File: src/rtl/texture_footprint_filter_assert.svh
// ============================================================================
// Texture footprint filter assertion macros
// Concurrent assertion wrappers; they vanish when SYNTHESIS is defined.
// ============================================================================
`ifndef TEXTURE_FOOTPRINT_FILTER_ASSERT_SVH
`define TEXTURE_FOOTPRINT_FILTER_ASSERT_SVH
`ifndef SYNTHESIS
`define TFF_ASSERT(lbl, clk, rst_n, prop, msg) \
    lbl: assert property (@(posedge clk) disable iff (!rst_n) prop) else $error(msg);
`define TFF_NEVER(lbl, clk, rst_n, cond, msg) \
    lbl: assert property (@(posedge clk) disable iff (!rst_n) !(cond)) else $error(msg);
`else
`define TFF_ASSERT(lbl, clk, rst_n, prop, msg)
`define TFF_NEVER(lbl, clk, rst_n, cond, msg)
`endif
`endif

File: src/rtl/tff_pkg.sv
// ============================================================================
// Texture footprint filter package
// Fixed-point constants, widths, register indexes and sequencer states.
// ============================================================================
package tff_pkg;

    localparam int FRAC    = 16;
    localparam int TEXEL_W = 24;
    localparam int SUM_W   = 48;
    localparam int TOT_W   = 40;
    localparam int QUOT_W  = 17;

    localparam logic [16:0] FX_ONE    = 17'h10000;
    localparam logic [13:0] FX_EIGHTH = 14'h2000;

    typedef enum logic [2:0] {
        CFG_TEX_WIDTH   = 3'd0,
        CFG_TEX_HEIGHT  = 3'd1,
        CFG_GRAY_MODE   = 3'd2,
        CFG_TEX_PRESENT = 3'd3,
        CFG_KEY_ENABLE  = 3'd4,
        CFG_KEY_R       = 3'd5,
        CFG_KEY_G       = 3'd6,
        CFG_KEY_B       = 3'd7
    } t_cfg_idx;

    typedef enum logic [3:0] {
        S_IDLE,
        S_MUL,
        S_SET,
        S_NMUL,
        S_ROW,
        S_RD,
        S_ACC,
        S_LEND,
        S_KEY1,
        S_KEY2,
        S_DIV,
        S_DIVW,
        S_OUT
    } t_state;

endpackage

File: src/rtl/tff_div.sv
// ============================================================================
// Colour divider
// Restoring divider for (2*sum*ONE + 255*tot) / (510*tot), one bit per cycle.
// ============================================================================
module tff_div (
    input  logic                      i_clk,
    input  logic                      i_rst_n,
    input  logic                      i_start,
    input  logic [tff_pkg::SUM_W-1:0]  i_sum,
    input  logic [tff_pkg::TOT_W-1:0]  i_tot,
    output logic                      o_done,
    output logic [tff_pkg::QUOT_W-1:0] o_quot
);
    import tff_pkg::*;

    localparam int STEPS = QUOT_W + 1;
    localparam int NUM_W = SUM_W + QUOT_W + 2;
    localparam int CNT_W = $clog2(STEPS);

    logic [NUM_W-1:0] r_rem, n_rem;
    logic [NUM_W-1:0] r_den, n_den;
    logic [STEPS-1:0] r_q, n_q;
    logic [CNT_W-1:0] r_cnt, n_cnt;
    logic             r_busy, n_busy;
    logic             r_done, n_done;
    logic             ge;

    always_comb begin
        n_rem  = r_rem;
        n_den  = r_den;
        n_q    = r_q;
        n_cnt  = r_cnt;
        n_busy = r_busy;
        n_done = 1'b0;
        ge     = r_rem >= r_den;
        if (i_start) begin
            n_rem  = NUM_W'({i_sum, {(FRAC + 1){1'b0}}}) + NUM_W'({i_tot, 8'b0})
                   - NUM_W'(i_tot);
            n_den  = (NUM_W'({i_tot, 9'b0}) - NUM_W'({i_tot, 1'b0})) << (STEPS - 1);
            n_q    = '0;
            n_cnt  = '0;
            n_busy = 1'b1;
        end else if (r_busy) begin
            if (ge) begin
                n_rem = r_rem - r_den;
            end
            n_q   = {r_q[STEPS-2:0], ge};
            n_den = r_den >> 1;
            n_cnt = r_cnt + 1'b1;
            if (r_cnt == CNT_W'(STEPS - 1)) begin
                n_busy = 1'b0;
                n_done = 1'b1;
            end
        end
    end

    always_ff @(posedge i_clk) begin
        if (!i_rst_n) begin
            r_busy <= 1'b0;
            r_done <= 1'b0;
        end else begin
            r_busy <= n_busy;
            r_done <= n_done;
        end
    end

    always_ff @(posedge i_clk) begin
        r_rem <= n_rem;
        r_den <= n_den;
        r_q   <= n_q;
        r_cnt <= n_cnt;
    end

    assign o_done = r_done;
    assign o_quot = r_q[QUOT_W-1:0];

endmodule

File: config.mk
export PLATFORM = sky130hd
export DESIGN_NAME = tff_div
export DESIGN_NICKNAME = d
export VERILOG_FILES = /design/src/rtl/texture_footprint_filter_assert.svh /design/src/rtl/tff_pkg.sv /design/src/rtl/tff_div.sv
export SDC_FILE = /design/constraint.sdc
export NUM_CORES = 1
export LEC_CHECK = 0
export ABC_AREA = 1
export ABC_CLOCK_PERIOD_IN_PS = 8650
export BUFFER_PORTS_ARGS = -buffer_cell sky130_fd_sc_hd__buf_4
export CELL_PAD_IN_SITES_DETAIL_PLACEMENT = 1
export CELL_PAD_IN_SITES_GLOBAL_PLACEMENT = 2
export CORE_MARGIN = 2
export CORE_UTILIZATION = 37
export CTS_CLUSTER_DIAMETER = 200
export DETAILED_ROUTE_END_ITERATION = 12
export GPL_TIMING_DRIVEN = 0
export PLACE_DENSITY_LB_ADDON = 0.1
export RECOVER_POWER = 25
export REMOVE_ABC_BUFFERS = 1
export SETUP_SLACK_MARGIN = 0.3
export SLEW_MARGIN = 25
export SYNTH_ARGS = -nofsm -noshare
export SYNTH_HDL_FRONTEND = slang
export SYNTH_SLANG_ARGS = --single-unit
File: constraint.sdc
create_clock -name i_clk -period 8.65 [get_ports i_clk]
set_clock_uncertainty 0.1 [all_clocks]
set_input_delay 0 -clock i_clk [delete_from_list [all_inputs] [get_ports i_clk]]
set_output_delay 0 -clock i_clk [all_outputs]
set_load 0.01 [all_outputs]
==> reports/qor.yml <==
outcome:
  status: "finished with violations"
  violations: "capacitance limit, slew limit"
critical_path:
  path_class: "reg2reg"
  critical_path.cell_chain: "inv_1 -> nor2_1 -> clkbuf_1 -> clkinvlp_2 -> clkbuf_1 -> o22ai_1"
  cp_slowest_cell: "clkbuf_1"
  r2r_end: "r_den[42]$_DFFE_PP_"
  arrival_ns: 5.71
  end_kind: "flop"
  rrSetupSlack_ns: 3.07
  startpoint_type: "flop"
  r2r_cells: 6
  cp_slowest_stage_delay_ns: 1.32
  path_max_fanout: 58
  r2r-start: "r_busy$_SDFF_PN0_"
  crit_required_ns: 8.78
  crit_top_cell: "clkbuf_1"
hold_path:
  worstHoldStart: "i_tot[36]"
  hold_path_depth: 4
  whs_endpoint: "r_den[62]$_DFFE_PP_"
  hold_path_class: "in2reg"
yosys:
  synth_ff_type: "edfxtp_1"
  syn_area_um2: 21030
  synth-seq-area-share_pct: 20.61
  synth.distinct_cells: 58
  yosysTopAreaCell: "nand2_1"
  ys_ff_latch: 158
  syn_inst: 3566
  yosysMostFrequentCell: "nand2_1"
  synth-edff-count: 117
  async_flop_share_pct: 0
  synth_area_leaders: "nand2_1 (19%), edfxtp_1 (17%), inv_1 (13%)"
  ys_top_cells_by_count: "nand2_1 (1,073), inv_1 (737), nor2_1 (387)"
  synth_top_area_share_pct: 19.15
  yosysWarnings: 0
  syn_area_per_cell_um2: 5.898
routing:
  drc: 0
  vias_per_cell: 5.358
  firstDrtPassIters: 5
  drt_iter0_drc: 1444
  via_count: 23830
  ant_nets: 0
  wirelength_mm: 101.8
  detail_route.wl_per_cell_um: 22.88
global_routing:
  grt_pass1_wl_mm: 150.7
  grt_pass1_vias: 24840
  grt_max_degree: 113
  antenna_found_initial: 2
  grt_overflow: 0
  grtUsageTotal_pct: 34.31
clock_tree:
  cts_tree: "built"
  htreeDepth: 4
  hold_buffers: 12
  root_buffer: "clkbuf_16"
  clk_pin_slew_worst_paths_ns: 0.09
  cts_resized: 0
  numClockSinks: 158
  post-cts-setup-buffers: 0
  cts_buffers: 17
  clock_latency_ns: 0.50
  clockBufferDepth: 2
final_layout:
  areaGrowthSynthToFinish_pct: 11.09
  drive_above_1_share_pct: 5.690
  nNetsFinal: 3970
die:
  initial_core_util_pct: 37.38
  core_area_um2: 56280
  ios: 109
  die-area_um2: 58770
  die_w_um: 242.4
  num_rows: 87
  die_y_um: 242.4
timing:
  drv_slew: 104
  setup_viol: 0
  rsz0062_at_grt: "false"
  fin_crit_sh_pct: 64.54
  slew-limit-headroom_pct: -112.8
  min_period_ns: 5.583
  hold_viol: 0
  hold_slack_ns: 0.06988
  finalSetupTns_ns: 0
  tightest_slew_ns: 3.191
  fmax_mhz: 179.1
place:
  place_congestion: 0.9815
  place.detailed.hpwl_mm: 87.89
  io_buffer_count: 108
pwr:
  ir_drop_uv: 154.3
  p_leak_nw: 11.94
  p_per_area_nw_per_um2: 205.3
flow_run:
  max-cap-violations: 2
==> cell type report <==
cell class,count,area (um2)
clock buffers,20,479.2
inverters,746,2808
flip-flops and latches,158,4334
repair buffers,125,948.4
well taps,756,945.9
fillers,7766,32910
multi-input cells,2630,13750
clock inverters,12,98.84
diodes,1,2.502
==> power by group <==
| group | switching, mW | internal [mW] |
|---|---|---|
| Combinational | 2.09 | 0.842 |
| Sequential | 0.0603 | 0.994 |
| Clock | 0.399 | 0.409 |
==> worst max path at each step <==
stage / from / end / cells past startpoint
floorplan: r_rem[31]$_DFFE_PP_ / r_rem[0]$_DFFE_PP_ / 13
global placement: i_start / r_rem[64]$_DFFE_PP_ / 3
detailed placement: r_den[31]$_DFFE_PP_ / r_rem[64]$_DFFE_PP_ / 15
CTS: r_den[31]$_DFFE_PP_ / r_rem[49]$_DFFE_PP_ / 15
global route: r_busy$_SDFF_PN0_ / r_den[42]$_DFFE_PP_ / 6
finish: r_busy$_SDFF_PN0_ / r_den[42]$_DFFE_PP_ / 6
==> metrics by stage <==
| step | setup WS, ns | power (mW) | std cells | utilization (%) | cell area, um2 |
|---|---|---|---|---|---|
| 2_1_floorplan | 5.051 | 2.873 | 3534 | - | 20900 |
| 3_3_place_gp | 1.216 | 3.869 | 4398 | 40.26 | 22660 |
| 3_5_place_dp | 4.953 | 3.932 | 4403 | 40.54 | 22810 |
| 4_1_cts | 4.919 | 4.760 | 4447 | 41.78 | 23510 |
| 5_1_grt | 2.950 | 5.133 | 4447 | 41.51 | 23360 |
| 6_report | 3.067 | 4.798 | 4448 | 41.52 | 23370 |
==> state kept, by name, indices dropped and copies added (netlist names) <==
name    count
o_done      1
r_cnt       5
r_den      67
r_busy      1
r_rem      67
r_q        17
==> per-layer routing <==
layer	up-vias	share of wire (%)	global-route usage, %
li1	11520	-	-
met1	11510	43	42.50
met2	620	47	59.51
met3	185	4.8	3.766
met4	0	4.8	16.05
met5	-	0	0
==> cells by family (layout without fill, tap and decap cells) <==
kind of cell / count (synthesis) / after routing / synth area share, %
compound gates: 594 / 594 / 15.34
xor+xnor: 19 / 19 / 0.7912
fa+ha+maj: 201 / 201 / 13.10
buf+inv: 778 / 903 / 13.97
flops: 158 / 158 / 20.61
mux: 1 / 1 / 0.05353
other cells: 0 / 1 / 0
simple gates: 1815 / 1815 / 36.14
==> placed cells by master, fill, tap and decap left out, types with 5 or more instances in the layout <==
cell type,instances
a21oi_1,256
clkbuf_1,22
xor2_1,14
nand4_1,29
o21ai_2,7
o21bai_1,36
and2_1,5
a21boi_0,5
edfxtp_1,117
ha_1,169
o22ai_1,44
o21ai_0,215
dlygate4sd3_1,12
xnor2_1,5
nor3_1,42
nand3b_1,21
nor4_1,9
o21ai_1,10
inv_1,735
nand3_2,14
buf_4,88
nor2_2,11
nand2_2,23
nor2_1,388
nand3_1,181
clkbuf_16,19
nand2_1,1073
inv_2,7
dfxtp_1,41
fa_1,32
==> worst max-delay path: cells and delay by family, from the launching register on <==
| kind | cells | cell delay [ns] |
|---|---|---|
| flip-flops | 1 | 0.53 |
| AND/OR/NAND/NOR | 1 | 0.36 |
| AO/OA/AOI/OAI | 1 | 0.85 |
| buffers and inverters | 4 | 3.39 |
Note: power is estimated with default switching activity, not from simulation.
